$ cat src/hdl/rinv_pkg.sv
`timescale 1ns / 1ps
// ----------------------------------------------------------------------------
// rinv_pkg
// Shared constants and controller/datapath interface types for the radical
// inverse block.
// ----------------------------------------------------------------------------
package rinv_pkg;

  // sizing of the arithmetic
  localparam int INDEX_BITS    = 31;
  localparam int FRACTION_BITS = 32;
  localparam int MAX_RADIX     = 16;

  // stream field widths
  localparam int SAMPLE_INDEX_W = 31;
  localparam int RADIX_W        = 5;
  localparam int FRACTION_W     = 32;
  localparam int IN_TDATA_W     = ((SAMPLE_INDEX_W + RADIX_W + 7) / 8) * 8;
  localparam int OUT_TDATA_W    = ((FRACTION_W + 7) / 8) * 8;

  // derived widths
  localparam int BASE_W    = $clog2(MAX_RADIX + 1);
  localparam int DEN_W     = INDEX_BITS + BASE_W;
  localparam int DIV_CNT_W = (FRACTION_BITS > 1) ? $clog2(FRACTION_BITS) : 1;
  localparam int RECIP_DEPTH = 2 ** BASE_W;

  localparam int MIN_RADIX = 2;

  typedef struct packed {
    logic load;
    logic mul;
    logic digit;
    logic div_step;
    logic out_load;
  } rinv_cmd_t;

  typedef struct packed {
    logic n_zero;
    logic q_zero;
  } rinv_sts_t;

endpackage

$ cat src/hdl/rinv_datapath.sv
`timescale 1ns / 1ps
// ----------------------------------------------------------------------------
// rinv_datapath
// Digit extraction by reciprocal multiply, digit reversal and a bit-serial
// restoring divider for the fixed-point fraction.
// ----------------------------------------------------------------------------
module rinv_datapath (
  input  logic                           clk,
  input  logic [rinv_pkg::IN_TDATA_W-1:0] in_word,
  input  rinv_pkg::rinv_cmd_t            cmd,
  output rinv_pkg::rinv_sts_t            sts,
  output logic [rinv_pkg::FRACTION_W-1:0] fraction
);

  localparam int IB  = rinv_pkg::INDEX_BITS;
  localparam int BW  = rinv_pkg::BASE_W;
  localparam int DW  = rinv_pkg::DEN_W;
  localparam int FB  = rinv_pkg::FRACTION_BITS;
  localparam int SIW = rinv_pkg::SAMPLE_INDEX_W;
  localparam int RW  = rinv_pkg::RADIX_W;
  localparam int QW  = IB + BW;

  // reciprocal table: floor(2^IB / b), index one short of exact at most
  logic [IB-1:0] recip_tab [rinv_pkg::RECIP_DEPTH];

  for (genvar G = 0; G < rinv_pkg::RECIP_DEPTH; G++) begin : g_recip
    localparam logic [63:0] RECIP_FULL = (64'd1 << IB) / ((G < 2) ? 2 : G);
    localparam logic [IB-1:0] RECIP =
      (G < rinv_pkg::MIN_RADIX || G > rinv_pkg::MAX_RADIX) ? '0 : RECIP_FULL[IB-1:0];
    assign recip_tab[G] = RECIP;
  end

  logic [SIW-1:0] in_index;
  logic [RW-1:0]  in_radix;
  logic [BW-1:0]  base_clamped;

  logic [IB-1:0]   n;
  logic [BW-1:0]   base;
  logic [IB-1:0]   recip;
  logic [2*IB-1:0] prod;
  logic [DW-1:0]   rev;
  logic [DW-1:0]   denom;
  logic [DW-1:0]   rem;
  logic [FB-1:0]   quo;
  logic [rinv_pkg::FRACTION_W-1:0] fraction_r;

  logic [IB-1:0]    q_est;
  logic [QW-1:0]    qb;
  logic [QW-1:0]    r_raw;
  logic [IB-1:0]    q_fix;
  logic [BW-1:0]    digit;
  logic [DW+BW-1:0] rev_mul;
  logic [DW+BW-1:0] den_mul;
  logic [DW-1:0]    rev_next;
  logic [DW:0]      rem_sh;

  assign in_index = in_word[SIW-1:0];
  assign in_radix = in_word[SIW+RW-1:SIW];

  always_comb begin
    if (32'(in_radix) < rinv_pkg::MIN_RADIX) begin
      base_clamped = BW'(rinv_pkg::MIN_RADIX);
    end else if (32'(in_radix) > rinv_pkg::MAX_RADIX) begin
      base_clamped = BW'(rinv_pkg::MAX_RADIX);
    end else begin
      base_clamped = BW'(in_radix);
    end
  end

  // quotient estimate is exact or one low, fixed by one compare
  always_comb begin
    q_est = prod[2*IB-1:IB];
    qb    = QW'(q_est) * QW'(base);
    r_raw = QW'(n) - qb;
    if (r_raw >= QW'(base)) begin
      digit = BW'(r_raw - QW'(base));
      q_fix = q_est + IB'(1);
    end else begin
      digit = BW'(r_raw);
      q_fix = q_est;
    end
    rev_mul  = (DW+BW)'(rev) * (DW+BW)'(base);
    den_mul  = (DW+BW)'(denom) * (DW+BW)'(base);
    rev_next = rev_mul[DW-1:0] + DW'(digit);
    rem_sh   = {rem, 1'b0};
  end

  always_ff @(posedge clk) begin
    if (cmd.load) begin
      n     <= IB'(in_index);
      base  <= base_clamped;
      recip <= recip_tab[base_clamped];
      rev   <= '0;
      denom <= DW'(1);
      rem   <= '0;
      quo   <= '0;
    end
    if (cmd.mul) begin
      prod <= (2*IB)'(n) * (2*IB)'(recip);
    end
    if (cmd.digit) begin
      n     <= q_fix;
      rev   <= rev_next;
      denom <= den_mul[DW-1:0];
      rem   <= rev_next;
    end
    if (cmd.div_step) begin
      if (rem_sh >= {1'b0, denom}) begin
        rem <= DW'(rem_sh - {1'b0, denom});
        quo <= {quo[FB-2:0], 1'b1};
      end else begin
        rem <= rem_sh[DW-1:0];
        quo <= {quo[FB-2:0], 1'b0};
      end
    end
    if (cmd.out_load) begin
      fraction_r <= rinv_pkg::FRACTION_W'(quo);
    end
  end

  assign sts.n_zero = (n == '0);
  assign sts.q_zero = (q_fix == '0);
  assign fraction   = fraction_r;

endmodule

$ cat src/hdl/rinv_ctrl.sv
`timescale 1ns / 1ps
// ----------------------------------------------------------------------------
// rinv_ctrl
// Sequencer for the radical inverse: input word, digit loop, divider steps
// and the output register handshake.
// ----------------------------------------------------------------------------
module rinv_ctrl (
  input  logic                clk,
  input  logic                rst,
  input  logic                s_tvalid,
  output logic                s_tready,
  output logic                m_tvalid,
  input  logic                m_tready,
  input  rinv_pkg::rinv_sts_t sts,
  output rinv_pkg::rinv_cmd_t cmd
);

  typedef enum logic [2:0] {
    S_IDLE,
    S_CHECK,
    S_MUL,
    S_DIG,
    S_DIV,
    S_OUT
  } state_t;

  localparam int CW = rinv_pkg::DIV_CNT_W;

  state_t        state;
  logic [CW-1:0] cnt;
  logic          out_free;

  assign out_free = !m_tvalid || m_tready;

  always_comb begin
    cmd.load     = s_tvalid && s_tready;
    cmd.mul      = (state == S_MUL);
    cmd.digit    = (state == S_DIG);
    cmd.div_step = (state == S_DIV);
    cmd.out_load = (state == S_OUT) && out_free;
  end

  always_ff @(posedge clk) begin
    if (rst) begin
      state    <= S_IDLE;
      s_tready <= 1'b1;
      m_tvalid <= 1'b0;
      cnt      <= '0;
    end else begin
      // a new word replaces the one leaving, otherwise a taken word clears valid
      if ((state == S_OUT) && out_free) begin
        m_tvalid <= 1'b1;
      end else if (m_tready) begin
        m_tvalid <= 1'b0;
      end
      case (state)
        S_IDLE: begin
          if (s_tvalid) begin
            state    <= S_CHECK;
            s_tready <= 1'b0;
          end
        end
        S_CHECK: begin
          cnt   <= '0;
          state <= sts.n_zero ? S_DIV : S_MUL;
        end
        S_MUL: begin
          state <= S_DIG;
        end
        S_DIG: begin
          state <= sts.q_zero ? S_DIV : S_MUL;
        end
        S_DIV: begin
          cnt <= cnt + CW'(1);
          if (cnt == CW'(rinv_pkg::FRACTION_BITS - 1)) begin
            state <= S_OUT;
          end
        end
        S_OUT: begin
          if (out_free) begin
            s_tready <= 1'b1;
            state    <= S_IDLE;
          end
        end
        default: begin
          state    <= S_IDLE;
          s_tready <= 1'b1;
        end
      endcase
    end
  end

  a_cmd_onehot: assert property (@(posedge clk) disable iff (rst)
    $onehot0({cmd.load, cmd.mul, cmd.digit, cmd.div_step, cmd.out_load}))
    else $error("more than one datapath command at once");

  a_mul_then_digit: assert property (@(posedge clk) disable iff (rst)
    cmd.mul |=> cmd.digit)
    else $error("multiply not followed by digit update");

  a_out_load_valid: assert property (@(posedge clk) disable iff (rst)
    cmd.out_load |=> m_tvalid)
    else $error("output word loaded but not presented");

  a_no_overwrite: assert property (@(posedge clk) disable iff (rst)
    cmd.out_load |-> (!m_tvalid || m_tready))
    else $error("pending output word overwritten");

  a_busy_not_ready: assert property (@(posedge clk) disable iff (rst)
    (cmd.mul || cmd.digit || cmd.div_step) |-> !s_tready)
    else $error("input ready while an item is in progress");

endmodule

$ cat src/hdl/radical_inverse_low_discrepancy_top.sv
`timescale 1ns / 1ps
// ----------------------------------------------------------------------------
// radical_inverse_low_discrepancy_top
// Halton radical inverse of a sample index in a base of 2 to 16, returned as
// a truncated unsigned 0.32 fixed-point fraction.
// ----------------------------------------------------------------------------
// sequencing: after input accept, a check state, then for each digit of the index
//   in the chosen base a multiply and a correction (none for index zero),
//   then the 32-step divider and the output register; a new word is taken
//   only once the result has been loaded into the output register
// reset: synchronous, clears the sequencer and empties the output register
// ----------------------------------------------------------------------------
module radical_inverse_low_discrepancy_top (
  input  logic                             clk,
  input  logic                             rst,
  input  logic                             s_tvalid,
  output logic                             s_tready,
  // [30:0] sample_index, [35:31] radix, [39:36] zero
  input  logic [rinv_pkg::IN_TDATA_W-1:0]  s_tdata,
  output logic                             m_tvalid,
  input  logic                             m_tready,
  // [31:0] fraction
  output logic [rinv_pkg::OUT_TDATA_W-1:0] m_tdata
);

  rinv_pkg::rinv_cmd_t cmd;
  rinv_pkg::rinv_sts_t sts;
  logic [rinv_pkg::FRACTION_W-1:0] fraction;

  rinv_ctrl u_ctrl (
    .clk      (clk),
    .rst      (rst),
    .s_tvalid (s_tvalid),
    .s_tready (s_tready),
    .m_tvalid (m_tvalid),
    .m_tready (m_tready),
    .sts      (sts),
    .cmd      (cmd)
  );

  rinv_datapath u_datapath (
    .clk      (clk),
    .in_word  (s_tdata),
    .cmd      (cmd),
    .sts      (sts),
    .fraction (fraction)
  );

  assign m_tdata = rinv_pkg::OUT_TDATA_W'(fraction);

endmodule
$ cat config.mk
export PLATFORM = sky130hd
export DESIGN_NAME = radical_inverse_low_discrepancy_top
export DESIGN_NICKNAME = d
export VERILOG_FILES = /design/src/hdl/rinv_pkg.sv /design/src/hdl/rinv_datapath.sv /design/src/hdl/rinv_ctrl.sv /design/src/hdl/radical_inverse_low_discrepancy_top.sv
export SDC_FILE = /design/constraint.sdc
export NUM_CORES = 2
export LEC_CHECK = 0
export BUFFER_PORTS_ARGS = -buffer_cell sky130_fd_sc_hd__buf_2
export CAP_MARGIN = 40
export CORE_MARGIN = 4
export CORE_UTILIZATION = 45
export DETAILED_ROUTE_END_ITERATION = 16
export GPL_TIMING_DRIVEN = 1
export PLACE_DENSITY = 0.63
export SLEW_MARGIN = 5
export SYNTH_ARGS = -nofsm -noshare
export SYNTH_HDL_FRONTEND = slang
export SYNTH_SLANG_ARGS = --single-unit
$ cat constraint.sdc
create_clock -name clk -period 11.34 [get_ports clk]
set_clock_uncertainty 0.1 [all_clocks]
set_input_delay 0.567 -clock clk [delete_from_list [all_inputs] [get_ports clk]]
set_output_delay 0.567 -clock clk [all_outputs]
set_load 0.03 [all_outputs]
Word level (Yosys, flattened, before mapping)
Memories as Yosys holds them, arrays and structs flattened. A register that Yosys moved wholly into a read port is not among the register bits.
Cells that the tools add are included.
{"block": "op_classes", "n_addsub": 6, "n_mul": 4, "magnitude_cmp": 4, "eq_ne": 9, "muxes": 27, "n_bitwise": 2, "reduce_logical": 15}
{"cell": "$mux 36", "count": 6}
{"cell": "$mux 31", "count": 3}
{"cell": "$mul 36x5->36", "count": 2}
{"cell": "$mux 32", "count": 2}
{"cell": "$logic_not 31->1", "count": 2}
{"cell": "$mul 31x31->62", "count": 1}
{"cell": "$ge 37x36->1", "count": 1}
{"cell": "$add 36x5->36", "count": 1}
{"cell": "$ge 36x5->1", "count": 1}
{"cell": "$mul 31x5->36", "count": 1}
{"cell": "$sub 31x36->36", "count": 1}
{"cell": "$sub 36x36->36", "count": 1}
{"cell": "$add 31x1->31 const B", "count": 1}
{"cell": "$pmux 3 s6", "count": 1}
{"cell": "$mux 3", "count": 5}
{"cell": "$mux 5", "count": 3}
{"cell": "$pmux 5 s2", "count": 1}
{"cell": "$reduce_bool 2->1", "count": 4}
{"cell": "$eq 3x2->1 const B", "count": 2}
{"cell": "$eq 3x3->1 const B", "count": 2}
{"cell": "$not 5->6", "count": 1}
{"cell": "$reduce_and 3->1", "count": 2}
{"cell": "$add 5x1->5 const B", "count": 1}
{"cell": "$eq 5x5->1 const B", "count": 1}
{"cell": "other kinds (15)", "count": 21}
{"block": "totals", "reg_bits": 280, "romBits": 992, "inputBits": 44, "mem_count": 1}
{"memory": "(name not given)", "words": 32, "word_bits": 31, "rd": 1, "rd_ports_with_merged_regs": 1, "write_ports": 0, "line_no": "rinv_datapath.sv:92", "source": "recip <= recip_tab[base_clamped];"}

Logic depth before layout (Yosys ltp)
{"block": "depth", "depth_word": 7, "depth_mapped": 46}

Hierarchy
A second synthesis with hierarchy kept.
{"block": "hier_totals", "hier_cells": 6224, "area_unflattened_um2": 57802.9}
{"module": "rinv_datapath", "n_inst": 1, "cells_per_inst": 6150, "area_per_inst_um2": 57201.1, "seq_area_each_um2": 7807.5}
{"module": "rinv_ctrl", "n_inst": 1, "cells_per_inst": 74, "area_per_inst_um2": 601.8, "seq_area_each_um2": 200.2}

Worst setup path after synthesis
OpenSTA, ideal clock, no wires.
{"block": "synth_path", "path_kind": "register -> register", "startpoint": "register u_datapath.base[0]", "endpoint": "register u_datapath.rem[34] (data pin)", "setup_time_ps": 259, "arrival_ps": 10048, "setup_slack_ps": 933, "stages_incl_launch_ff": 43, "path_buffers": 6, "period_less_slack_ps": 10407, "cell_sequence": "edfxtp_1 > clkbuf_1 > buf_1 > nand2_1 > fa_1 > inv_1 > fa_1 > inv_1 > fa_1 > ha_1 > buf_2 > a21oi_1 > o21ai_1 > nor2b_1 > a2111o_1 > nor4_1 > nand4_1 > or4_4 > [... 7 more ...] > fa_1 > fa_1 > fa_1 > inv_1 > ha_1 > a21oi_1 > o21bai_1 > a21oi_1 > o21bai_1 > a2111oi_0 > o41ai_1 > o2111ai_1 > a21boi_0 > o21ba_2 > a221o_1 > xnor2_1 > nor2_1 > a211o_1"}
{"block": "synth_via", "elab_chain_len": 7, "word_cells_on_any_way": 9}
{"item": "start, declared", "line_no": "rinv_datapath.sv:38", "source": "logic [BW-1:0] base;"}
{"item": "start signal, assigned", "line_no": "rinv_datapath.sv:91", "source": "base <= base_clamped;"}
{"item": "$mul 31x5->36", "line_no": "rinv_datapath.sv:73", "source": "qb = QW'(q_est) * QW'(base);"}
{"item": "$sub 31x36->36", "line_no": "rinv_datapath.sv:74", "source": "r_raw = QW'(n) - qb;"}
{"item": "$ge 36x5->1 / $sub 5x5->5 (equally long branches)", "line_no": "rinv_datapath.sv:75, rinv_datapath.sv:76"}
{"item": "$mux 5", "line_no": "rinv_datapath.sv:75", "source": "if (r_raw >= QW'(base)) begin"}
{"item": "$add 36x5->36 *", "line_no": "rinv_datapath.sv:84", "source": "rev_next = rev_mul[DW-1:0] + DW'(digit);"}
{"item": "$mux 36 *", "line_no": "rinv_datapath.sv:101", "source": "if (cmd.digit) begin"}
{"item": "$mux 36 *", "line_no": "rinv_datapath.sv:107", "source": "if (cmd.div_step) begin"}
{"item": "end signal, assigned", "line_no": "rinv_datapath.sv:105", "source": "rem <= rev_next;"}
{"item": "end signal, assigned", "line_no": "rinv_datapath.sv:109", "source": "rem <= DW'(rem_sh - {1'b0, denom});"}
{"item": "end signal, assigned", "line_no": "rinv_datapath.sv:112", "source": "rem <= rem_sh[DW-1:0];"}
{"item": "end, declared", "line_no": "rinv_datapath.sv:43", "source": "logic [DW-1:0] rem;"}
Mark *: on every way between the ends. The rest lies on a longest branch, timed or not.
A chain may end at the register's enable or synchronous reset.

Worst setup path after layout
Ends and elaborated chain as after synthesis.

==> impl_metrics.toml <==
[critical_path]
reg2reg_slack_ns = 0.56
cp_slowest_stage_delay_ns = 0.59
reg2reg_depth = 39
cpMostUsedCell = "fa_1"
slowest_stage = "nor4_1"
path_class = "flop to flop"
crit_arrival_ns = 11.07
required_ns = 11.63
timing.rr.start = "u_datapath.base[0]"
worstSetupStartpointType = "flop"
timing.rr.end = "u_datapath.rem[34]"
endpoint_kind = "flop"
cp_max_fo = 31
crit_end = "u_datapath.rem[34]"
cp-startpoint = "u_datapath.base[0]"

[synthesis]
synth_compound_area_share_pct = 7.24
synthSimpleGateAreaFrac_pct = 15.4
synthAdderAreaFrac_pct = 49.7
yosys.cell_types.count = 91
syn_inst = 6144
synth-xor-area-share_pct = 2.70
yosysSeqAreaShare_pct = 13.9
ys.flop_type = "edfxtp_1"
yosys_warnings = 0
mappedNetlistArea_sq_um = 57700
synth_top_family_by_area = "adder cells"
syn_nets = 7787
synth-seq-cells = 270
synth_async_sr_flop_share_pct = 0
synth.area.mux_share_pct = 0.736
syn_avg_cell_area_sq_um = 9.38
synth-edff-count = 260

[global_routing]
grt_max_degree = 75
antenna_found_initial = 4
grt.total_usage_pct = 25.1
grt.overflow.total = 0
grt_pass1_wl_um = 261000
grt_pass1_vias = 45235

[timing]
drv_slew = 0
final-setup-viol-count = 0
tns_ns = 0
worst_slew_pin_slew_ns = 0.946
setup_ws_ns = 0.558
finalCritPeriodShare_pct = 95.1
slew_headroom_pct = 37.0
timing.fmax_mhz = 92.7
hold_viol_final = 0
fin_crit_ns = 10.78
hold-worst-slack_ns = 0.128
rsz0062_at_grt = "no"

[floorplanning]
fp-row-count = 131
dieWidth_um = 366
die-area_sq_um = 134000
die_h_um = 366
placeableCoreArea_sq_um = 127000
io_pins = 78
start_util_pct = 45.3

[cells_and_area]
final_nets = 7751
num-fill-cells = 12028
drive_gt1_share_pct = 5.10
multi_input_area_sq_um = 43800
syn2layout_area_growth_pct = 6.53
regArea_sq_um = 8010

[clock_tree]
numCtsBuffers = 31
numClockSinks = 270
path_clk_slew_ns = 0.07
clockBufferDepth = 3
hold_buffers = 0
h-tree-depth = 1
root_buffer = "clkbuf_16"
clk_latency_ns = 0.64
cts_tree = "built"

[place]
hpwl_um = 134000
gp_congestion = 0.953
io_buffers = 73
dpl_worst_slack_ns = 0.104

[job]
maxCapViolCount = 0

[route]
totalWireLength_um = 166000
wire_per_inst_um = 21.3
drt_iter0_markers = 2715
dr.pass1.iters = 5
vias = 42215
vias_per_cell = 5.41
remaining_drc_errors = 0
antenna_left = 0

[worst_hold_path]
hp-class = "primary input to flop"

[status]
outcome = "complete, no violations"
-- worst min-delay path by stage --
stage                               to                from  slack (ns)  depth (start not counted)
5_1_grt               u_datapath.n[19]         s_tdata[19]        0.12                          3
3_3_place_gp   u_datapath.fraction[31]  u_datapath.quo[31]        0.30                          0
2_1_floorplan  u_datapath.fraction[31]  u_datapath.quo[31]        0.30                          0
3_5_place_dp   u_datapath.fraction[31]  u_datapath.quo[31]        0.31                          0
4_1_cts               u_datapath.n[19]         s_tdata[19]        0.08                          3
6_report              u_datapath.n[19]         s_tdata[19]        0.13                          3
-- cell type report --
class / instances / area share, %
clock inverter: 27 / 0.613
tap: 1662 / 3.39
sequential: 270 / 13.0
multi-input combinational: 4302 / 71.3
clock buffer: 31 / 1.26
inverter: 1296 / 7.92
antenna: 2 / 0.00815
timing repair buffer: 207 / 2.51
-- placed cells by master (no fill, tap or decap), types with 9 or more instances in the layout --
| cell | netlist | routed |
|---|---|---|
| o21bai_1 | 43 | 43 |
| o22ai_1 | 16 | 16 |
| a31oi_1 | 25 | 25 |
| o2111ai_1 | 9 | 9 |
| edfxtp_1 | 260 | 260 |
| and3_1 | 34 | 34 |
| and2_1 | 476 | 475 |
| xnor2_1 | 119 | 119 |
| o21a_1 | 30 | 30 |
| nor4_1 | 21 | 20 |
| a21oi_1 | 173 | 172 |
| or2_2 | 11 | 11 |
| buf_2 | 11 | 73 |
| ha_1 | 451 | 451 |
| a21o_1 | 83 | 83 |
| a211oi_1 | 16 | 15 |
| nor2_1 | 228 | 226 |
| clkbuf_16 | 0 | 31 |
| nand2_1 | 828 | 827 |
| nor3_1 | 40 | 39 |
| nor3b_1 | 13 | 11 |
| buf_4 | 3 | 122 |
| nand4_1 | 31 | 31 |
| xor2_1 | 59 | 59 |
| o21ai_0 | 109 | 109 |
| a211o_1 | 13 | 13 |
| or3_1 | 12 | 12 |
| nand2b_1 | 31 | 31 |
| o211ai_1 | 12 | 12 |
| fa_1 | 1148 | 1148 |
| mux2i_1 | 39 | 39 |
| dfxtp_1 | 10 | 10 |
| inv_1 | 1294 | 1294 |
| nand3_1 | 52 | 51 |
| nor2b_1 | 38 | 38 |
-- stage by stage --
stage	cells	cell area [sq um]	utilization (%)
CTS	7795	61400	48.2
finish	7797	61400	48.2
detailed placement	7737	60200	47.3
global route	7795	61400	48.2
floorplan	6144	57700	-
global placement	7729	60100	47.2
-- Yosys cell counts (all sizes together) (83+ instances only) --
library cell	count	area, sq um
nor2	228	856
xnor2	119	1040
fa	1148	23000
edfxtp	260	7810
a21o	83	623
clkbuf	250	940
inv	1295	4860
nand2	829	3110
ha	451	5640
a21oi	173	866
o21ai	118	594
and2	477	2990
-- sequential cells by signal (all words and copies together), names as in the netlist --
signal,cells
u_ctrl.m_tvalid,1
u_datapath.n,31
u_datapath.denom,36
u_datapath.rem,36
u_datapath.prod,31
u_ctrl.s_tready,1
u_datapath.rev,36
u_datapath.quo,32
u_datapath.recip,21
u_datapath.fraction,32
u_ctrl.cnt,5
u_datapath.base,5
u_ctrl.state,3
-- critical path: cells and delay by family (launching register included) --
family                     cells  cell delay (ns)
xor gates and xnor gates       2             0.32
adders and majority gates      8             3.78
DFF                            1             0.43
and+or+nand+nor                5             1.21
buffers and inverters          7             0.72
AOI/OAI and AO/OA             17             3.92
-- cells by family (layout without fill, tap and decap cells) --
family	count (synthesis)	after routing
DFF	270	270
and+or+nand+nor	1849	1849
other	0	2
xor gates and xnor gates	178	178
adders and majority gates	1599	1599
muxes	42	42
AOI/OAI and AO/OA	634	634
buffers and inverters	1572	1561
-- layer usage --
metal  track usage [%]  wire (um)  up-vias
met5                 0          0        -
li1                  -          -    18874
met2              42.8      79900     1462
met1              32.4      66500    21477
met3              2.63      10400      402
met4              11.1       9150        0
-- timing repair --
action | CTS | global route
setup endpoints to repair | 0 | 9
gates resized for setup | 0 | 9
setup buffers | 0 | 0
Power is left out: the tool's default activity adds up to more than one toggle a clock period on the data nets, which glitch-free logic cannot reach.
